<file path="src/hw/rtl/ggvc_pkg.sv">
`default_nettype none

package ggvc_pkg;

    localparam int FRAC_BITS    = 12;
    localparam int CORDIC_PAD   = 12;
    localparam int POS_W        = 16;
    localparam int HD_W         = 15;
    localparam int D_W          = POS_W + 1;
    localparam int SQ_W         = 2 * POS_W;
    localparam int D2_W         = SQ_W + 1;
    localparam int X_W          = 32;
    localparam int Z_W          = 34;
    localparam int ROOT_W       = D2_W + 1;
    localparam int SQRT_STEPS   = (D2_W + 1) / 2;
    localparam int DIST_W       = SQRT_STEPS;
    localparam int ATAN_ENTRIES = 24;
    localparam int ERR_W        = 18;
    localparam int MAG_W        = ERR_W - 1;
    localparam int PROD_W       = POS_W + DIST_W;
    localparam int LIN_W        = 16;
    localparam int TURN_W       = 15;
    localparam int LIN_RAW_W    = PROD_W - FRAC_BITS;
    localparam int CFG_IDX_W    = 8;
    localparam int CFG_DATA_W   = 16;
    localparam int ZSHIFT       = 30 - FRAC_BITS;

    localparam int CORDIC_STAGES_DEF = 16;

    localparam logic [CFG_IDX_W-1:0] REG_TARGET_X    = CFG_IDX_W'(0);
    localparam logic [CFG_IDX_W-1:0] REG_TARGET_Y    = CFG_IDX_W'(1);
    localparam logic [CFG_IDX_W-1:0] REG_GAIN        = CFG_IDX_W'(2);
    localparam logic [CFG_IDX_W-1:0] REG_SPEED_LIMIT = CFG_IDX_W'(3);

    localparam logic [POS_W-1:0] TARGET_X_RST    = POS_W'(4096);
    localparam logic [POS_W-1:0] TARGET_Y_RST    = POS_W'(4096);
    localparam logic [POS_W-1:0] GAIN_RST        = POS_W'(4096);
    localparam logic [POS_W-1:0] SPEED_LIMIT_RST = POS_W'(12288);

    localparam logic [D2_W-1:0]  NEAR_LIM = D2_W'((64'd1 << (2 * FRAC_BITS)) / 100);
    localparam logic [MAG_W-1:0] TURN_LIM = MAG_W'((64'd1 << FRAC_BITS) / 5);
    localparam logic [MAG_W-1:0] TURN_MAX = MAG_W'((64'd1 << TURN_W) - 1);
    localparam logic signed [Z_W-1:0] HALF_PI_Q30 = Z_W'(64'sd1686629713);
    localparam logic signed [Z_W-1:0] ROUND_Q30   = Z_W'(64'sd1 <<< (ZSHIFT - 1));

    typedef struct packed {
        logic                     vld;
        logic                     far;
        logic signed [X_W-1:0]    x;
        logic signed [X_W-1:0]    y;
        logic signed [Z_W-1:0]    z;
        logic        [D2_W-1:0]   rem;
        logic        [ROOT_W-1:0] root;
        logic signed [HD_W-1:0]   hd;
    } t_core;

    function automatic logic signed [Z_W-1:0] atan_q30(input int idx);
        logic signed [Z_W-1:0] v;
        case (idx)
            0:  v = Z_W'(64'sd843314856);
            1:  v = Z_W'(64'sd497837829);
            2:  v = Z_W'(64'sd263043836);
            3:  v = Z_W'(64'sd133525158);
            4:  v = Z_W'(64'sd67021686);
            5:  v = Z_W'(64'sd33543515);
            6:  v = Z_W'(64'sd16775850);
            7:  v = Z_W'(64'sd8388437);
            8:  v = Z_W'(64'sd4194282);
            9:  v = Z_W'(64'sd2097149);
            10: v = Z_W'(64'sd1048575);
            11: v = Z_W'(64'sd524287);
            12: v = Z_W'(64'sd262143);
            13: v = Z_W'(64'sd131071);
            14: v = Z_W'(64'sd65535);
            15: v = Z_W'(64'sd32767);
            16: v = Z_W'(64'sd16383);
            17: v = Z_W'(64'sd8191);
            18: v = Z_W'(64'sd4095);
            19: v = Z_W'(64'sd2047);
            20: v = Z_W'(64'sd1023);
            21: v = Z_W'(64'sd511);
            22: v = Z_W'(64'sd255);
            23: v = Z_W'(64'sd127);
            default: v = '0;
        endcase
        return v;
    endfunction

endpackage

`default_nettype wire

</file>
<file path="src/hw/rtl/ggvc_prep.sv">
`default_nettype none

module ggvc_prep (
    input  wire logic                                i_clk,
    input  wire logic                                i_rst_n,
    input  wire logic                                i_vld,
    input  wire logic [ggvc_pkg::POS_W-1:0]          i_pos_x,
    input  wire logic [ggvc_pkg::POS_W-1:0]          i_pos_y,
    input  wire logic signed [ggvc_pkg::HD_W-1:0]    i_heading,
    input  wire logic [ggvc_pkg::POS_W-1:0]          i_target_x,
    input  wire logic [ggvc_pkg::POS_W-1:0]          i_target_y,
    output ggvc_pkg::t_core                          o_item
);

    logic                                   r_a_vld;
    logic signed [ggvc_pkg::D_W-1:0]        r_a_dx;
    logic signed [ggvc_pkg::D_W-1:0]        r_a_dy;
    logic signed [ggvc_pkg::HD_W-1:0]       r_a_hd;

    logic                                   r_b_vld;
    logic [ggvc_pkg::SQ_W-1:0]              r_b_sqx;
    logic [ggvc_pkg::SQ_W-1:0]              r_b_sqy;
    logic signed [ggvc_pkg::X_W-1:0]        r_b_x;
    logic signed [ggvc_pkg::X_W-1:0]        r_b_y;
    logic signed [ggvc_pkg::Z_W-1:0]        r_b_z;
    logic signed [ggvc_pkg::HD_W-1:0]       r_b_hd;

    logic                                   r_c_vld;
    ggvc_pkg::t_core                        r_c_item;

    logic signed [ggvc_pkg::D_W-1:0]        n_a_dx;
    logic signed [ggvc_pkg::D_W-1:0]        n_a_dy;
    logic signed [2*ggvc_pkg::D_W-1:0]      sq_x;
    logic signed [2*ggvc_pkg::D_W-1:0]      sq_y;
    logic signed [ggvc_pkg::X_W-1:0]        xe;
    logic signed [ggvc_pkg::X_W-1:0]        ye;
    logic signed [ggvc_pkg::X_W-1:0]        n_b_x;
    logic signed [ggvc_pkg::X_W-1:0]        n_b_y;
    logic signed [ggvc_pkg::Z_W-1:0]        n_b_z;
    logic [ggvc_pkg::D2_W-1:0]              d2;
    ggvc_pkg::t_core                        n_c_item;

    always_comb begin
        n_a_dx = $signed({1'b0, i_target_x}) - $signed({1'b0, i_pos_x});
        n_a_dy = $signed({1'b0, i_target_y}) - $signed({1'b0, i_pos_y});
    end

    always_comb begin
        sq_x = r_a_dx * r_a_dx;
        sq_y = r_a_dy * r_a_dy;
        xe   = ggvc_pkg::X_W'(r_a_dx) <<< ggvc_pkg::CORDIC_PAD;
        ye   = ggvc_pkg::X_W'(r_a_dy) <<< ggvc_pkg::CORDIC_PAD;
        n_b_x = xe;
        n_b_y = ye;
        n_b_z = '0;
        if (xe < 0) begin
            if (ye >= 0) begin
                n_b_x = ye;
                n_b_y = -xe;
                n_b_z = ggvc_pkg::HALF_PI_Q30;
            end else begin
                n_b_x = -ye;
                n_b_y = xe;
                n_b_z = -ggvc_pkg::HALF_PI_Q30;
            end
        end
    end

    always_comb begin
        d2             = ggvc_pkg::D2_W'(r_b_sqx) + ggvc_pkg::D2_W'(r_b_sqy);
        n_c_item.vld   = r_b_vld;
        n_c_item.far   = d2 > ggvc_pkg::NEAR_LIM;
        n_c_item.x     = r_b_x;
        n_c_item.y     = r_b_y;
        n_c_item.z     = r_b_z;
        n_c_item.rem   = d2;
        n_c_item.root  = '0;
        n_c_item.hd    = r_b_hd;
    end

    always_ff @(posedge i_clk) begin
        if (!i_rst_n) begin
            r_a_vld <= 1'b0;
            r_b_vld <= 1'b0;
            r_c_vld <= 1'b0;
        end else begin
            r_a_vld <= i_vld;
            r_b_vld <= r_a_vld;
            r_c_vld <= r_b_vld;
        end
    end

    always_ff @(posedge i_clk) begin
        r_a_dx   <= n_a_dx;
        r_a_dy   <= n_a_dy;
        r_a_hd   <= i_heading;
        r_b_sqx  <= sq_x[ggvc_pkg::SQ_W-1:0];
        r_b_sqy  <= sq_y[ggvc_pkg::SQ_W-1:0];
        r_b_x    <= n_b_x;
        r_b_y    <= n_b_y;
        r_b_z    <= n_b_z;
        r_b_hd   <= r_a_hd;
        r_c_item <= n_c_item;
    end

    always_comb begin
        o_item     = r_c_item;
        o_item.vld = r_c_vld;
    end

endmodule

`default_nettype wire

</file>
<file path="config.mk">
export PLATFORM = sky130hd
export DESIGN_NAME = ggvc_prep
export DESIGN_NICKNAME = d
export VERILOG_FILES = /design/src/hw/rtl/ggvc_pkg.sv /design/src/hw/rtl/ggvc_prep.sv
export SDC_FILE = /design/constraint.sdc
export NUM_CORES = 2
export LEC_CHECK = 0
export CAP_MARGIN = 20
export CORE_ASPECT_RATIO = 2
export CORE_MARGIN = 5
export CORE_UTILIZATION = 61
export DETAILED_ROUTE_END_ITERATION = 10
export DONT_BUFFER_PORTS = 1
export PLACE_DENSITY = 0.8
export RECOVER_POWER = 50
export SYNTH_ARGS = -nofsm -noshare
export SYNTH_HDL_FRONTEND = slang
export SYNTH_SLANG_ARGS = --single-unit
</file>
<file path="constraint.sdc">
create_clock -name i_clk -period 13.61 [get_ports i_clk]
set_input_delay 0.6805 -clock i_clk [delete_from_list [all_inputs] [get_ports i_clk]]
set_output_delay 0.6805 -clock i_clk [all_outputs]
set_load 0.01 [all_outputs]
</file>
Word level (Yosys, flattened, before mapping):

Index checks and enable logic that the tools add are counted.

* add/subtract/negate cells: 5
* $mul: 2
* $lt $le $gt $ge: 3
* muxes and demuxes: 5
* bitwise gates (word level): 1
* reductions and logical operators: 2

Operators with widths (number)
* $mux 32: 4
* $mul 17x17->32: 2
* $neg 29->32: 2
* $mux 34: 1
* $sub 16x16->17: 2
* $add 32x32->33: 1
* $gt 33x18->1 const B: 1
* $ge 29x1->1 const B: 1
* $lt 29x1->1 const B: 1
* $reduce_and 2->1: 1
* $reduce_or 2->1: 1
* $not 1->1: 1

* flip-flop bits (word level): 376
* input bits: 82
* output and inout bits: 182
* logic and storage cells: 38

Longest topological paths before layout:

* depth after elaboration: 3
* mapped depth: 27
* depth with buffers taken out: 25

Least setup slack after synthesis:

No wires, ideal clock.

* kind: register -> register
* start: register r_a_dx[16] (netlist bit)
* end: register r_b_sqx[31] (netlist bit)
* setup time: 0.121 ns
* data arrival time: 6.581 ns
* data required time: 13.489 ns
* slack: 6.908 ns
* stages on the path, launching flop included: 26
* buffers on the path: 3
* period minus slack after synthesis: 6.702 ns
* path through: dfxtp_1 > clkbuf_1 > clkbuf_1 > nand2_1 > inv_1 > fa_1 > inv_1 > fa_1 > inv_1 > fa_1 > fa_1 > fa_1 > inv_1 > fa_1 > inv_1 > ha_1 > clkbuf_1 > nor2b_1 > o21ai_0 > nand2b_1 > a2111oi_0 > o31a_1 > nor3_1 > a2111oi_1 > a21oi_1 > xnor2_1

* longest elaborated chain between the ends: 1

RTL lines
* start, declared: RTL line ggvc_prep.sv:16 `logic signed [ggvc_pkg::D_W-1:0] r_a_dx;`
* start signal, assigned: RTL line ggvc_prep.sv:94 `r_a_dx <= n_a_dx;`
* $mul 17x17->32: RTL line ggvc_prep.sv:49 `sq_x = r_a_dx * r_a_dx;`
* net sq_x (one bit): RTL line ggvc_prep.sv:33 `logic signed [2*ggvc_pkg::D_W-1:0] sq_x;`
* end signal, assigned: RTL line ggvc_prep.sv:97 `r_b_sqx <= sq_x[ggvc_pkg::SQ_W-1:0];`
* end, declared: RTL line ggvc_prep.sv:21 `logic [ggvc_pkg::SQ_W-1:0] r_b_sqx;`

The timed path passes the listed nets, and every way through them passes these cells.
A chain may end at the register's enable or synchronous reset.

Worst setup path in the final report:

Ends and elaborated chain as after synthesis.

==> results.cfg <==
[drt]
dr_total_vias = 20257
vias_per_cell = 5.52
drt_iter0_drc = 1025
firstDrtPassIters = 6
post-route-drc-count = 0
drt_wl_total_mm = 71.8
drtAntennaViolNets = 0
wl_per_cell_um = 19.5

[timing]
setup_tns_ns = 0
rsz0062_at_grt = no
period_share_pct = 64.0
finClkSkew_ns = 0.0142
relSlewSlack_pct = -112
max_freq_ghz = 0.115
setup_viol = 0
period_needed_ns = 8.71
finalMaxSlewViolations = 132
tightestPinTransition_ns = 3.18
hold_violations = 0

[clocking]
tritoncts = built
cts.path.max_buffers = 3
path_clk_slew_ns = 0.07
clk_latency_ns = 0.58
h-tree-depth = 1
cts_sinks = 264
ctsResizeCount = 0
numCtsBuffers = 24
cts_hold_buf = 0
cts_setup_buffers = 0
cts_root_buf = clkbuf_16

[job]
drv_cap = 2

[outcome]
outcome = complete, but fails checks
violations = max-capacitance violations, max-slew violations

[place]
port_buffers = 0
place_hpwl_mm = 58.3
gp_congestion = 0.951

[setup_path]
start_kind = flip-flop
crit_start = r_a_dx[16]$_DFF_P_
worstRegToRegCells = 18
critPathKind = flip-flop to flip-flop
crit_end = r_b_sqx[31]$_DFF_P_
setup.worst_path.end_class = flip-flop
r2r_end = r_b_sqx[31]$_DFF_P_
worst_ep_required_time_ns = 14.07
r2r-start = r_a_dx[16]$_DFF_P_
cp_max_fo = 68
cp.arrival_ns = 9.17
regToRegSetupSlack_ns = 4.90

[die]
dieArea_um2 = 52400
start_util_pct = 61.4
fp.dieW_um = 164
die_h_um = 319
core_area_um2 = 47400
rows = 113
io_pins = 264

[grt]
grt_max_degree = 69
grt_antenna_before_repair = 1
track_usage_pct = 28.4
grt_pass1_vias = 23282
grt-ovfl-total = 0
grt_pass1_wl_mm = 115

[logic_synthesis]
yosysUniqueCellTypes = 70
seq_area_frac_synth_pct = 18.2
synth_top_area_share_pct = 35.4
syn_avg_cell_area_um2 = 9.42
synth_enable_flop_cells = 0
synth-seq-cells = 264
synth_warnings = 0
async_flop_share_pct = 0
synthesis.area_um2 = 29100
synth.largest_area_cell = fa_1
ys_dominant_reg_cell = dfxtp_1
synthCells = 3089
ys_top_cells_by_area = fa_1 35%, dfxtp_1 18%, ha_1 10%

[min_path]
hold_path.class = input pin to flip-flop

[final_layout]
diodes = 0
layout-drive-gt1-share_pct = 3.06
nets = 3862
seqCellArea_um2 = 5290
areaGrowthSynthToFinish_pct = 3.47
multi_input_area_um2 = 20200
fillCellCount = 3898
## flip-flops by register name, summed over array words and instances, names as in the netlist
name / flops
o_item: 92
r_a_dx: 17
r_a_dy: 17
r_a_hd: 15
r_a_vld: 1
r_b_hd: 15
r_b_sqx: 31
r_b_sqy: 31
r_b_vld: 1
r_b_x: 20
r_b_y: 20
r_b_z: 3
r_c_vld: 1
## per-stage QoR
stage               util [%]  instance area (um2)  hold WS [ns]  std cells  setup slack (ns)
floorplan                  -                29300         0.310       3149              6.91
global route            63.6                30100         0.109       3672              4.31
finish                  63.6                30100         0.127       3672              4.90
global placement        61.8                29300         0.311       3627              6.31
CTS                     63.5                30100        0.0985       3671              6.08
detailed placement      61.8                29300         0.312       3627              6.10
## worst min path at each step
| stage | start | endpoint | cells past startpoint |
|---|---|---|---|
| after floorplan | r_b_hd[0]$_DFF_P_ | o_item[0]$_DFF_P_ | 0 |
| after global placement | r_b_hd[3]$_DFF_P_ | o_item[3]$_DFF_P_ | 0 |
| after detailed placement | r_b_z[30]$_SDFF_PN0_ | o_item[112]$_DFF_P_ | 0 |
| after CTS | i_heading[0] | r_a_hd[0]$_DFF_P_ | 0 |
| after global routing | i_heading[11] | r_a_hd[11]$_DFF_P_ | 0 |
| final | i_heading[0] | r_a_hd[0]$_DFF_P_ | 0 |
## layer usage
| layer | vias to the layer above | GRT usage, % | wire (um) | share of wire, % |
|---|---|---|---|---|
| met5 | - | 0 | 0 | 0 |
| met4 | 0 | 24.9 | 7990 | 11 |
| met3 | 329 | 4.41 | 4220 | 5.9 |
| met2 | 806 | 51.9 | 38000 | 53 |
| met1 | 10072 | 26.4 | 21500 | 30 |
| li1 | 9050 | - | - | - |
## cells by family after synthesis
kind of cell | Yosys count | share of synthesized area (%)
AO/OA/AOI/OAI | 340 | 7.63
XOR/XNOR | 158 | 4.76
adder cells (fa/ha/maj) | 758 | 45.9
buffers and inverters | 929 | 13.2
flip-flops | 264 | 18.2
multiplexers | 8 | 0.292
other | 1 | 0.0129
AND/OR/NAND/NOR | 631 | 10.1
## cells in the mapped netlist (13+ instances only)
library cell  count
xor2_1           38
nand3_1          22
dfxtp_1         264
a21o_1           33
and2_1           86
ha_1            243
nor2_1          173
o21a_1           21
nand2b_1         20
o21bai_1         13
fa_1            515
buf_4            90
inv_1           746
clkbuf_1         73
o21ai_0          57
nand2_1         215
a21oi_1         115
nor3_1           30
xnor2_1         120
nor2b_1          26
## cells in the final DEF (no fill, tap or decap), types with 11 or more instances in the layout
master	Yosys	layout
inv_1	746	746
fa_1	515	515
dfxtp_1	264	261
ha_1	243	243
nand2_1	215	215
nor2_1	173	173
xnor2_1	120	120
a21oi_1	115	115
and2_1	86	84
conb_1	1	61
o21ai_0	57	57
xor2_1	38	38
a21o_1	33	33
nor3_1	30	30
nor2b_1	26	26
clkbuf_16	0	24
nand3_1	22	22
o21a_1	21	21
nand2b_1	20	20
buf_4	90	17
o21bai_1	13	13
and3_1	12	12
a31oi_1	12	12
or3_1	11	11
## cell type report
type	count	area share, %
Multi-Input combinational cell	1956	67.1
Clock buffer	26	2.09
Tap cell	632	2.63
Sequential cell	264	17.6
Clock inverter	18	0.632
Timing Repair Buffer	21	0.553
Inverter	755	9.41
## worst max-delay path, cell delays in order (launching register included)
cell,delay (ns)
dfxtp_1,0.69
clkbuf_1,2.28
nand2_1,0.33
fa_1,0.68
inv_1,0.06
fa_1,0.50
fa_1,0.54
fa_1,0.53
fa_1,0.54
inv_1,0.05
fa_1,0.53
inv_1,0.04
ha_1,0.23
a2111oi_0,0.40
o31a_1,0.24
nor3_1,0.06
a2111oi_1,0.53
a21oi_1,0.17
xnor2_1,0.16
Power is left out: the tool's default activity adds up to more than one toggle a clock period on the data nets, which glitch-free logic cannot reach.
