File: src/hw/rtl/ggvc_pkg.sv
`default_nettype none

package ggvc_pkg;

    localparam int FRAC_BITS    = 12;
    localparam int CORDIC_PAD   = 12;
    localparam int POS_W        = 16;
    localparam int HD_W         = 15;
    localparam int D_W          = POS_W + 1;
    localparam int SQ_W         = 2 * POS_W;
    localparam int D2_W         = SQ_W + 1;
    localparam int X_W          = 32;
    localparam int Z_W          = 34;
    localparam int ROOT_W       = D2_W + 1;
    localparam int SQRT_STEPS   = (D2_W + 1) / 2;
    localparam int DIST_W       = SQRT_STEPS;
    localparam int ATAN_ENTRIES = 24;
    localparam int ERR_W        = 18;
    localparam int MAG_W        = ERR_W - 1;
    localparam int PROD_W       = POS_W + DIST_W;
    localparam int LIN_W        = 16;
    localparam int TURN_W       = 15;
    localparam int LIN_RAW_W    = PROD_W - FRAC_BITS;
    localparam int CFG_IDX_W    = 8;
    localparam int CFG_DATA_W   = 16;
    localparam int ZSHIFT       = 30 - FRAC_BITS;

    localparam int CORDIC_STAGES_DEF = 16;

    localparam logic [CFG_IDX_W-1:0] REG_TARGET_X    = CFG_IDX_W'(0);
    localparam logic [CFG_IDX_W-1:0] REG_TARGET_Y    = CFG_IDX_W'(1);
    localparam logic [CFG_IDX_W-1:0] REG_GAIN        = CFG_IDX_W'(2);
    localparam logic [CFG_IDX_W-1:0] REG_SPEED_LIMIT = CFG_IDX_W'(3);

    localparam logic [POS_W-1:0] TARGET_X_RST    = POS_W'(4096);
    localparam logic [POS_W-1:0] TARGET_Y_RST    = POS_W'(4096);
    localparam logic [POS_W-1:0] GAIN_RST        = POS_W'(4096);
    localparam logic [POS_W-1:0] SPEED_LIMIT_RST = POS_W'(12288);

    localparam logic [D2_W-1:0]  NEAR_LIM = D2_W'((64'd1 << (2 * FRAC_BITS)) / 100);
    localparam logic [MAG_W-1:0] TURN_LIM = MAG_W'((64'd1 << FRAC_BITS) / 5);
    localparam logic [MAG_W-1:0] TURN_MAX = MAG_W'((64'd1 << TURN_W) - 1);
    localparam logic signed [Z_W-1:0] HALF_PI_Q30 = Z_W'(64'sd1686629713);
    localparam logic signed [Z_W-1:0] ROUND_Q30   = Z_W'(64'sd1 <<< (ZSHIFT - 1));

    typedef struct packed {
        logic                     vld;
        logic                     far;
        logic signed [X_W-1:0]    x;
        logic signed [X_W-1:0]    y;
        logic signed [Z_W-1:0]    z;
        logic        [D2_W-1:0]   rem;
        logic        [ROOT_W-1:0] root;
        logic signed [HD_W-1:0]   hd;
    } t_core;

    function automatic logic signed [Z_W-1:0] atan_q30(input int idx);
        logic signed [Z_W-1:0] v;
        case (idx)
            0:  v = Z_W'(64'sd843314856);
            1:  v = Z_W'(64'sd497837829);
            2:  v = Z_W'(64'sd263043836);
            3:  v = Z_W'(64'sd133525158);
            4:  v = Z_W'(64'sd67021686);
            5:  v = Z_W'(64'sd33543515);
            6:  v = Z_W'(64'sd16775850);
            7:  v = Z_W'(64'sd8388437);
            8:  v = Z_W'(64'sd4194282);
            9:  v = Z_W'(64'sd2097149);
            10: v = Z_W'(64'sd1048575);
            11: v = Z_W'(64'sd524287);
            12: v = Z_W'(64'sd262143);
            13: v = Z_W'(64'sd131071);
            14: v = Z_W'(64'sd65535);
            15: v = Z_W'(64'sd32767);
            16: v = Z_W'(64'sd16383);
            17: v = Z_W'(64'sd8191);
            18: v = Z_W'(64'sd4095);
            19: v = Z_W'(64'sd2047);
            20: v = Z_W'(64'sd1023);
            21: v = Z_W'(64'sd511);
            22: v = Z_W'(64'sd255);
            23: v = Z_W'(64'sd127);
            default: v = '0;
        endcase
        return v;
    endfunction

endpackage

`default_nettype wire

File: src/hw/rtl/ggvc_out.sv
`default_nettype none

module ggvc_out (
    input  wire logic                              i_clk,
    input  wire logic                              i_rst_n,
    input  wire ggvc_pkg::t_core                   i_item,
    input  wire logic [ggvc_pkg::POS_W-1:0]        i_gain,
    input  wire logic [ggvc_pkg::POS_W-1:0]        i_speed_limit,
    output logic                                   o_done,
    output logic [ggvc_pkg::LIN_W-1:0]             o_linear_speed,
    output logic [ggvc_pkg::TURN_W-1:0]            o_turn_rate
);

    logic                                   r_o1_vld;
    logic                                   r_o1_far;
    logic signed [ggvc_pkg::ERR_W-1:0]      r_o1_err;
    logic [ggvc_pkg::PROD_W-1:0]            r_o1_prod;

    logic                                   r_done;
    logic [ggvc_pkg::LIN_W-1:0]             r_lin;
    logic [ggvc_pkg::TURN_W-1:0]            r_turn;

    logic signed [ggvc_pkg::Z_W-1:0]        zr;
    logic signed [ggvc_pkg::Z_W-1:0]        zs;
    logic signed [ggvc_pkg::ERR_W-1:0]      bearing;
    logic signed [ggvc_pkg::ERR_W-1:0]      n_o1_err;
    logic [ggvc_pkg::PROD_W-1:0]            n_o1_prod;

    logic signed [ggvc_pkg::ERR_W-1:0]      err_abs;
    logic [ggvc_pkg::MAG_W-1:0]             mag;
    logic [ggvc_pkg::MAG_W-1:0]             mag_sat;
    logic [ggvc_pkg::LIN_RAW_W-1:0]         lin_raw;
    logic [ggvc_pkg::LIN_W-1:0]             lin_clamp;
    logic [ggvc_pkg::LIN_W-1:0]             n_lin;
    logic [ggvc_pkg::TURN_W-1:0]            n_turn;

    always_comb begin
        zr        = i_item.z + ggvc_pkg::ROUND_Q30;
        zs        = zr >>> ggvc_pkg::ZSHIFT;
        bearing   = zs[ggvc_pkg::ERR_W-1:0];
        n_o1_err  = bearing - ggvc_pkg::ERR_W'(i_item.hd);
        n_o1_prod = ggvc_pkg::PROD_W'(i_gain) *
                    ggvc_pkg::PROD_W'(i_item.root[ggvc_pkg::DIST_W-1:0]);
    end

    always_comb begin
        err_abs = (r_o1_err < 0) ? -r_o1_err : r_o1_err;
        mag     = err_abs[ggvc_pkg::MAG_W-1:0];
        mag_sat = (mag > ggvc_pkg::TURN_MAX) ? ggvc_pkg::TURN_MAX : mag;
        lin_raw = r_o1_prod[ggvc_pkg::PROD_W-1:ggvc_pkg::FRAC_BITS];
        if (lin_raw > ggvc_pkg::LIN_RAW_W'(i_speed_limit)) begin
            lin_clamp = i_speed_limit;
        end else begin
            lin_clamp = lin_raw[ggvc_pkg::LIN_W-1:0];
        end
        n_lin  = '0;
        n_turn = '0;
        if (r_o1_far) begin
            if (mag > ggvc_pkg::TURN_LIM) begin
                n_turn = mag_sat[ggvc_pkg::TURN_W-1:0];
            end else begin
                n_lin = lin_clamp;
            end
        end
    end

    always_ff @(posedge i_clk) begin
        if (!i_rst_n) begin
            r_o1_vld <= 1'b0;
            r_done   <= 1'b0;
        end else begin
            r_o1_vld <= i_item.vld;
            r_done   <= r_o1_vld;
        end
    end

    always_ff @(posedge i_clk) begin
        r_o1_far  <= i_item.far;
        r_o1_err  <= n_o1_err;
        r_o1_prod <= n_o1_prod;
        r_lin     <= n_lin;
        r_turn    <= n_turn;
    end

    assign o_done         = r_done;
    assign o_linear_speed = r_lin;
    assign o_turn_rate    = r_turn;

endmodule

`default_nettype wire

File: config.mk
export PLATFORM = sky130hd
export DESIGN_NAME = ggvc_out
export DESIGN_NICKNAME = d
export VERILOG_FILES = /design/src/hw/rtl/ggvc_pkg.sv /design/src/hw/rtl/ggvc_out.sv
export SDC_FILE = /design/constraint.sdc
export NUM_CORES = 1
export LEC_CHECK = 0
export CELL_PAD_IN_SITES_DETAIL_PLACEMENT = 1
export CELL_PAD_IN_SITES_GLOBAL_PLACEMENT = 1
export CORE_MARGIN = 2
export CORE_UTILIZATION = 40
export DETAILED_ROUTE_END_ITERATION = 8
export DONT_BUFFER_PORTS = 1
export GPL_TIMING_DRIVEN = 0
export PLACE_DENSITY_LB_ADDON = 0.08
export SLEW_MARGIN = 20
export SYNTH_ARGS = -nofsm -noshare
export SYNTH_HDL_FRONTEND = slang
export SYNTH_SLANG_ARGS = --single-unit
File: constraint.sdc
create_clock -name i_clk -period 19.25 [get_ports i_clk]
set_input_delay 2.8875 -clock i_clk [delete_from_list [all_inputs] [get_ports i_clk]]
set_output_delay 2.8875 -clock i_clk [all_outputs]
set_load 0.01 [all_outputs]
== After elaboration in Yosys (flattened, before gate mapping) ==
Cells that the tools add are included.

* Bits in registers: 84
* Output and inout bits: 32

* Add/sub/neg operators: 3
* Multiply operators: 1
* Magnitude comparators: 4
* Muxes and demuxes: 3
* Bitwise gates (word level): 1
* Reductions and logical operators: 2

{| class="wikitable"
|+ Operators by type and width
! operator !! count
|-
| adder 34 x 19 -> 34 bit, second input constant || 1
|-
| multiplier 16 x 17 -> 33 bit || 1
|-
| greater-than comparator 21 x 16 -> 1 bit || 1
|-
| greater-than comparator 17 x 10 -> 1 bit, second input constant || 1
|-
| greater-than comparator 17 x 15 -> 1 bit, second input constant || 1
|-
| < comparator 17 x 1 -> 1 bit, second input constant || 1
|-
| 2-to-1 mux 17 bit || 1
|-
| negator 17 bit || 1
|-
| subtractor 16 x 15 -> 17 bit || 1
|-
| 2-to-1 mux 16 bit || 1
|-
| 2-to-1 mux 15 bit || 1
|-
| AND reduction 2 bit || 1
|-
| OR reduction 2 bit || 1
|-
| inverter 1 bit || 1
|}

== Longest topological paths before layout ==
Gate-level depths: netlist of run 1.

* Word-level depth: 4
* Gate-level depth with buffers: 23
* Mapped depth without buffers: 21

== Worst setup path before layout of run 1 ==
Ideal clock, no wire load.

* Kind: input-to-reg
* Start point: input port i_gain[9] in the netlist's numbering
* End point: register r_o1_prod[20] in the netlist's numbering
* Setup time: 129 ps
* Arrival time: 8260 ps
* Path slack: 10862 ps
* Stages on the path: 22
* Buffers on the path: 2
* Cells stage by stage: clkbuf_1 clkbuf_1 nand2_1 fa_1 inv_1 fa_1 inv_1 fa_1 inv_1 fa_1 fa_1 inv_1 fa_1 inv_1 ha_1 o21ai_0 nor2_1 a2111o_1 o21ai_0 nor2_1 a211o_1 xor2_1

* Longest elaborated chain between the ends: 1

{| class="wikitable"
|+ RTL lines
! element !! line !! RTL
|-
| start: declaration || ggvc_out.sv:7 || <nowiki>input wire logic [ggvc_pkg::POS_W-1:0] i_gain,</nowiki>
|-
| multiplier 16 x 17 -> 33 bit || ggvc_out.sv:42 || <nowiki>n_o1_prod = ggvc_pkg::PROD_W'(i_gain) *</nowiki>
|-
| via n_o1_prod (one bit) || ggvc_out.sv:27 || <nowiki>logic [ggvc_pkg::PROD_W-1:0] n_o1_prod;</nowiki>
|-
| end signal: assignment || ggvc_out.sv:80 || <nowiki>r_o1_prod <= n_o1_prod;</nowiki>
|-
| end: declaration || ggvc_out.sv:17 || <nowiki>logic [ggvc_pkg::PROD_W-1:0] r_o1_prod;</nowiki>
|}

The timed path passes the listed nets, and every way through them passes these cells.
A chain may end at the register's enable or synchronous reset.

== Worst setup path in the final report of run 1 ==
* Start point: input port i_gain[9] in the netlist's numbering
* End point: register r_o1_prod[29] in the netlist's numbering

Same word-level chain as after synthesis.

==> results of run 1 <==
[per-stage QoR]
step	hold WS (ns)	power [mW]	worst slack (ns)
after global placement	0.420	2.57	9.47
after floorplan	0.412	1.97	10.86
after CTS	0.446	2.79	9.83
after global routing	0.456	3.08	9.43
after detailed placement	0.433	2.59	9.50
final	0.442	2.72	9.84
[area by class of cell]
class	count	area (sq um)
Clock inverter	6	67.6
Tap cell	402	503
Buffer	59	241
Fill cell	3805	17900
Clock buffer	10	239
Multi-Input combinational cell	1055	10100
Sequential cell	72	1440
Inverter	300	1130
[metal layers]
metal  global-route usage (%)  routed length (microns)  part of all wire (%)
met2                     39.2                    17800                    50
met4                     3.94                      508                   1.4
met5                        0                       13                 0.037
met1                     29.2                    15900                    45
met3                     2.83                     1040                   2.9
[cells in the final DEF, fill, tap and decap left out, drive strengths merged, types with 4 or more instances in the layout]
master     n
and3       7
o31ai      4
nor3       9
o21bai     4
nor2b     12
o211ai     5
a211oi     8
a31oi      4
fa       208
a21o      18
a21oi     52
nand4     16
or2        4
xor2      24
a21boi     4
buf        4
nor2      54
o21a       9
ha       136
mux2i     18
clkbuf    65
and2     134
o21ai     31
nand3     21
inv      301
xnor2     38
o2111ai    4
dfxtp     72
nand2    172
and4       4
or3        4
[flip-flops by register name (all words and copies together) (netlist names)]
signal	count
o_done	1
o_linear_speed	16
r_o1_prod	21
r_o1_vld	1
r_o1_far	1
o_turn_rate	15
r_o1_err	17
[synth_stat cells (4+ instances only)]
cell	count
a211oi_1	8
a21boi_0	4
a21o_1	18
a21oi_1	52
a31oi_1	4
and2_1	133
and3_1	7
and4_1	4
clkbuf_1	54
dfxtp_1	72
fa_1	208
ha_1	136
inv_1	300
mux2i_1	18
nand2_1	172
nand3_1	20
nand4_1	16
nor2_1	44
nor2_2	10
nor2b_1	12
nor3_1	9
o2111ai_1	4
o211ai_1	5
o21a_1	9
o21ai_0	31
o21bai_1	4
o31ai_1	4
or2_2	4
xnor2_1	38
xor2_1	24
[worst reg2reg max path, stage by stage (launching register included)]
cell and delay [ns]:
dfxtp_1 0.34, inv_1 0.08, ha_1 0.26, or4b_1 0.46, clkbuf_2 0.19, or3_4 0.40, o41a_1 0.45, nand2_1 0.08
o311a_2 0.21, a21bo_2 0.21, buf_4 0.19, a21oi_1 0.05
[cells by family (layout without fill, tap and decap cells)]
logic type	count (synthesis)	after routing
xor gates and xnor gates	62	62
AOI/OAI and AO/OA	172	172
muxes	19	19
adders and majority gates	344	344
and+or+nand+nor	458	458
buffers and inverters	359	375
DFF	72	72
[power breakdown]
group / total (mW) / leakage [nW] / internal (mW) / switching (mW)
registers: 0.244 / 0.600 / 0.217 / 0.0269
clock network: 0.170 / 0.145 / 0.104 / 0.0653
logic: 2.30 / 6.05 / 0.930 / 1.37
[final timing paths]
kind	endpoint	start	depth (start not counted)	slack (ns)
worst max register to register	o_turn_rate[8]	r_o1_err[0]	11	16.19
worst min register to register	o_done	r_o1_vld	1	0.44
worst min-delay path	o_done	r_o1_vld	1	0.44
worst max-delay path	r_o1_prod[29]	i_gain[9]	21	9.84
==> impl_metrics.tcl, run 1 <==
set metrics [dict create \
    dr.pass1.iters 5 \
    muxShareOfSynthArea_pct 1.49 \
    synth-compound-area-share_pct 8.73 \
    antenna_cells 0 \
    yosys_warnings 0 \
    worstSetupPathType "in -> reg" \
    cts-buffers-inserted 9 \
    setup_viol 0 \
    start_util_pct 40.7 \
    viasPerCell 5.17 \
    finalHoldViolCount 0 \
    layout.cells.non_filler 1904 \
    drv_slew 0 \
    synthFlopType "dfxtp_1" \
    cp_num_buf_inv 6 \
    tightest_slew_ns 0.967 \
    drtIter0Drc 377 \
    synth-edff-count 0 \
    path_delay_family "adder cells" \
    seq_area_frac_synth_pct 11.2 \
    drc 0 \
    hold_buffers 0 \
    htreeDepth 3 \
    max_cap_viol_count 0 \
    die_area_sq_mm 0.0337 \
    pin_count 248 \
    antenna_found_initial 3 \
    fin_nets 2057 \
    synthAdderAreaFrac_pct 45.5 \
    clock_path_buffers 2 \
    ys_ff_latch 72 \
    cp_slowest_cell "o31ai_1" \
    synth_area_leaders "fa_1 32%, ha_1 13%, dfxtp_1 11%" \
    outcome "finished, final reports clean" \
    num_rows 65 \
    syn2layout_area_growth_pct 6.28 \
    synthArstFlopShare_pct 0 \
    drive_gt1_share_pct 2.93 \
    synth_cells 1486 \
    cp_common_cell "fa_1" \
    cp_max_fo 10 \
    power_density_mw_per_mm2 198 \
    core_area_sq_mm 0.0316 \
    crit_path_start_kind "primary input" \
    grt_max_degree 14 \
    hold_class "reg -> reg" \
    worstPathCellList "clkbuf_1 > clkbuf_1 > nand2_1 > fa_1 > inv_1 > fa_1 > fa_1 > fa_1 > fa_1 > inv_1 > fa_1 > inv_1 > ha_1 > clkbuf_1 > nand4_1 > nor2_1 > nand2_1 > o31ai_1 > a21boi_0 > o21ai_0 > xor2_1" \
    fin_setup_tns_ns 0 \
    die_w_microns 183 \
    fin_skew_ns 0.00697 \
    synth_area_per_cell_sq_um 8.67 \
    synth.cell_area_sq_mm 0.0129 \
    fin_crit_sh_pct 48.9 \
    grtUsageTotal_pct 22.1 \
    first_global_vias 10700 \
    cts_tree "built" \
    dp.cells 1888 \
    slew_headroom_pct 35.5 \
    synth_top_cell_by_area "fa_1" \
    wl_mm 35.3 \
    critPathMaxStageDelay_ns 0.62 \
    insertion_delay_ns 0.34 \
    fin_util_pct 43.3 \
    ant_nets 0 \
    post_cts_resized 0 \
    clkTransAtPathRegs_ns 0.06 \
    dp_hpwl_mm 29.8 \
    setup.worst_path.end_class "flip-flop" \
    dpl-instance-area_sq_mm 0.0134 \
    cellLeakagePower_nw 6.80 \
    cp_data_arrival_time_ns 9.68 \
    cp.required_ns 19.52 \
    fmax_mhz 106 \
    die_h_microns 183 \
    place_congestion 0.829 \
    wire_per_inst_microns 18.6 \
    synth.top_cell.area_share_pct 32.3 \
    irDropWorstVdd_mv 0.218 \
    fin_area_sq_mm 0.0137 \
    grt_pass1_wl_mm 57.8 \
    yosys.area_share.simple_pct 18.2 \
    synth_nets 2046 \
    synth_top_family_by_area "adder cells" \
    period_minus_slack_ns 9.41 \
    root_buffer "clkbuf_16" \
    rsz0062_at_grt "no" \
    portBuffers 0 \
    post_cts_buffers 0 \
    cts_sinks 72 \
    synth_xor_area_share_pct 4.22 \
    synth_cell_types 72 \
    overflow 0 \
    vias 9842 \
]
No activity file was read; power rests on OpenSTA's default activity.
==> run 2, diff against run 1 <==
--- a/config.mk
+++ b/config.mk
@@ -5,6 +5,7 @@
 export SDC_FILE = /design/constraint.sdc
 export NUM_CORES = 1
 export LEC_CHECK = 0
+export ABC_AREA = 1
 export CELL_PAD_IN_SITES_DETAIL_PLACEMENT = 1
 export CELL_PAD_IN_SITES_GLOBAL_PLACEMENT = 1
 export CORE_MARGIN = 2
==> constraint.sdc (replaced) <==
create_clock -name i_clk -period 8 [get_ports i_clk]
set_input_delay 1.2 -clock i_clk [delete_from_list [all_inputs] [get_ports i_clk]]
set_output_delay 1.2 -clock i_clk [all_outputs]
set_load 0.01 [all_outputs]
==> impl_metrics.tcl, run 2 <==
set metrics [dict create \
    clock_path_buffers 2 \
    synth-edff-count 0 \
    period_minus_slack_ns 7.16 \
    dp_hpwl_mm 34.3 \
    synthAdderAreaFrac_pct 43.3 \
    worstSetupPathType "in -> reg" \
    final_cell_mix "532 x inv_1, 488 x nand2_1, 208 x fa_1" \
    synth_top_cell_by_area "fa_1" \
    r2r_start "r_o1_prod[20]" \
    drc 0 \
    ys_ff_latch 72 \
    r2r_end "o_linear_speed[9]" \
    synth_cell_types 35 \
    place_congestion 0.887 \
    cts_tree "built" \
    synth.top_cell.area_share_pct 30.8 \
    root_buffer "clkbuf_16" \
    grt_pass1_wl_mm 64.9 \
    top_register "r_o1_prod" \
    max_cap_viol_count 0 \
    yosys.area_share.simple_pct 21.1 \
    htreeDepth 3 \
    core_area_sq_mm 0.0334 \
    seq_area_frac_synth_pct 10.6 \
    yosysMostFrequentCell "inv_1" \
    fin_area_sq_mm 0.0144 \
    regToRegSetupSlack_ns 5.81 \
    hp-start "r_o1_vld" \
    pin_count 248 \
    synth_area_leaders "fa_1 31%, inv_1 15%, nand2_1 14%" \
    switching_share_pct 58.5 \
    fin_skew_ns 0.00877 \
    drv_slew 0 \
    dr_wl_met2_mm 18.9 \
    rsz0062_at_grt "no" \
    clkTransAtPathRegs_ns 0.06 \
    synth_nets 2458 \
    synth_xor_area_share_pct 2.78 \
    num_rows 67 \
    start_util_pct 40.5 \
    post_cts_resized 0 \
    wl_met3_mm 1.23 \
    synth-compound-area-share_pct 5.13 \
    largest_register_ffs 21 \
    grtUsageTotal_pct 23.1 \
    synth_area_per_cell_sq_um 7.13 \
    fin_setup_tns_ns 0 \
    r2r_cells 11 \
    power_density_mw_per_mm2 474 \
    dr.pass1.iters 4 \
    drtIter0Drc 409 \
    vias 11400 \
    crit_path_start_kind "primary input" \
    grt_max_degree 15 \
    slew_headroom_pct 47.3 \
    fmax_mhz 140 \
    dpl-instance-area_sq_mm 0.0141 \
    cellLeakagePower_nw 8.53 \
    syn2layout_area_growth_pct 6.73 \
    cts_sinks 72 \
    post_cts_buffers 0 \
    antenna_found_initial 0 \
    synth.cell_area_sq_mm 0.0135 \
    hold_buffers 0 \
    fin_util_pct 43.2 \
    setup.worst_path.end_class "flip-flop" \
    setup_viol 0 \
    finalHoldViolCount 0 \
    highest_layer "met4" \
    worstHoldEndpoint "o_done" \
    drive_gt1_share_pct 1.88 \
    intPower_mw 2.84 \
    outcome "finished, final reports clean" \
    irDropWorstVdd_mv 0.311 \
    wire_per_inst_microns 16.6 \
    mostFrequentLayoutCell "inv_1" \
    cp_data_arrival_time_ns 7.39 \
    cp_max_fo 10 \
    overflow 0 \
    m1WireLength_mm 18.2 \
    synth_cells 1898 \
    insertion_delay_ns 0.33 \
    muxShareOfSynthArea_pct 0 \
    hold_depth 2 \
    synth_commonest_cells "532 x inv_1, 488 x nand2_1, 208 x fa_1" \
    viasPerCell 4.84 \
    die_area_sq_mm 0.0353 \
    hold_class "reg -> reg" \
    cp.required_ns 8.23 \
    pwr-share-comb_pct 84.4 \
    portBuffers 0 \
    antenna_cells 0 \
    fin_nets 2469 \
    p_switching_mw 4.01 \
    die_h_microns 188 \
    synthFlopType "dfxtp_1" \
    pwr-share-clk_pct 6.8 \
    die_w_microns 188 \
    wl_mm 39.1 \
    synthArstFlopShare_pct 0 \
    cts-buffers-inserted 9 \
    fin_crit_sh_pct 89.5 \
    yosys_warnings 0 \
    ant_nets 0 \
    tightest_slew_ns 0.791 \
    power_mw 6.85 \
    first_global_vias 12600 \
    synth_top_family_by_area "adder cells" \
    seq_power_share_pct 8.8 \
]
## run 2: cell count changes in the layout (fill, tap and decap cells not counted), moves of 12 or more
cell      delta
and2_1     -132
clkbuf_1    +12
inv_1      +232
mux2i_1     -18
nand2_1    +316
nand3_1     +32
nor2_1      +67
nor2b_1     -12
xnor2_1     -28
## run 2: worst max-delay path by stage
stage	startpoint	endpoint	slack, ns
4_1_cts	i_item[21]	r_o1_prod[31]	0.76
5_1_grt	i_item[21]	r_o1_prod[31]	0.41
3_5_place_dp	i_item[21]	r_o1_prod[31]	0.41
6_report	i_item[21]	r_o1_prod[31]	0.84
2_1_floorplan	i_gain[7]	r_o1_prod[25]	1.63
3_3_place_gp	i_item[21]	r_o1_prod[31]	0.52
## run 2: power by group through the flow
stage,clock [mW],sequential (mW),combinational (mW)
after floorplan,0,0.588,4.23
after global placement,0,0.614,5.72
after detailed placement,0,0.616,5.82
after CTS,0.474,0.608,5.86
after global routing,0.484,0.618,6.72
final,0.463,0.606,5.78
## run 2: layout make-up
cell class	instances	area, sq um
sequential	72	1440
buffer	73	298
multi-input combinational	1220	9800
clock inverter	7	125
clock buffer	9	225
inverter	533	2000
tap	448	561
fill	4335	19000
## run 2: worst max-delay path: stages
cell and delay, ns:
clkbuf_1 0.45, clkbuf_1 0.58, nand2_1 0.17, fa_1 0.53
inv_1 0.05, fa_1 0.54, inv_1 0.06, fa_1 0.47
inv_1 0.05, fa_1 0.50, fa_1 0.55, inv_1 0.05
fa_1 0.54, inv_1 0.05, ha_1 0.39, a21oi_1 0.24
inv_1 0.06, a31oi_1 0.22, o21ai_0 0.18, inv_1 0.08
nand2_1 0.12, nand2_1 0.14, nand2_1 0.06, nand2_1 0.06
nand2_1 0.04
## run 2: per-stage QoR
step | instances | worst slack (ns) | hold slack (ns)
after CTS | 2362 | 0.762 | 0.427
final | 2362 | 0.837 | 0.419
after detailed placement | 2346 | 0.408 | 0.415
after global routing | 2362 | 0.407 | 0.449
after global placement | 2346 | 0.518 | 0.399
after floorplan | 1898 | 1.63 | 0.390
## run 2: per-layer routing
layer	global-route usage [%]	vias up
li1	-	5547
met1	29.7	5646
met2	41.9	186
met3	2.38	43
met4	5.21	0
met5	0	-
## run 2: cell families (layout without fill, tap and decap cells)
group | count (synthesis) | count (layout)
xor+xnor | 43 | 43
compound gates | 128 | 128
fa+ha+maj | 344 | 344
simple gates | 705 | 705
buf+inv | 606 | 622
flops | 72 | 72
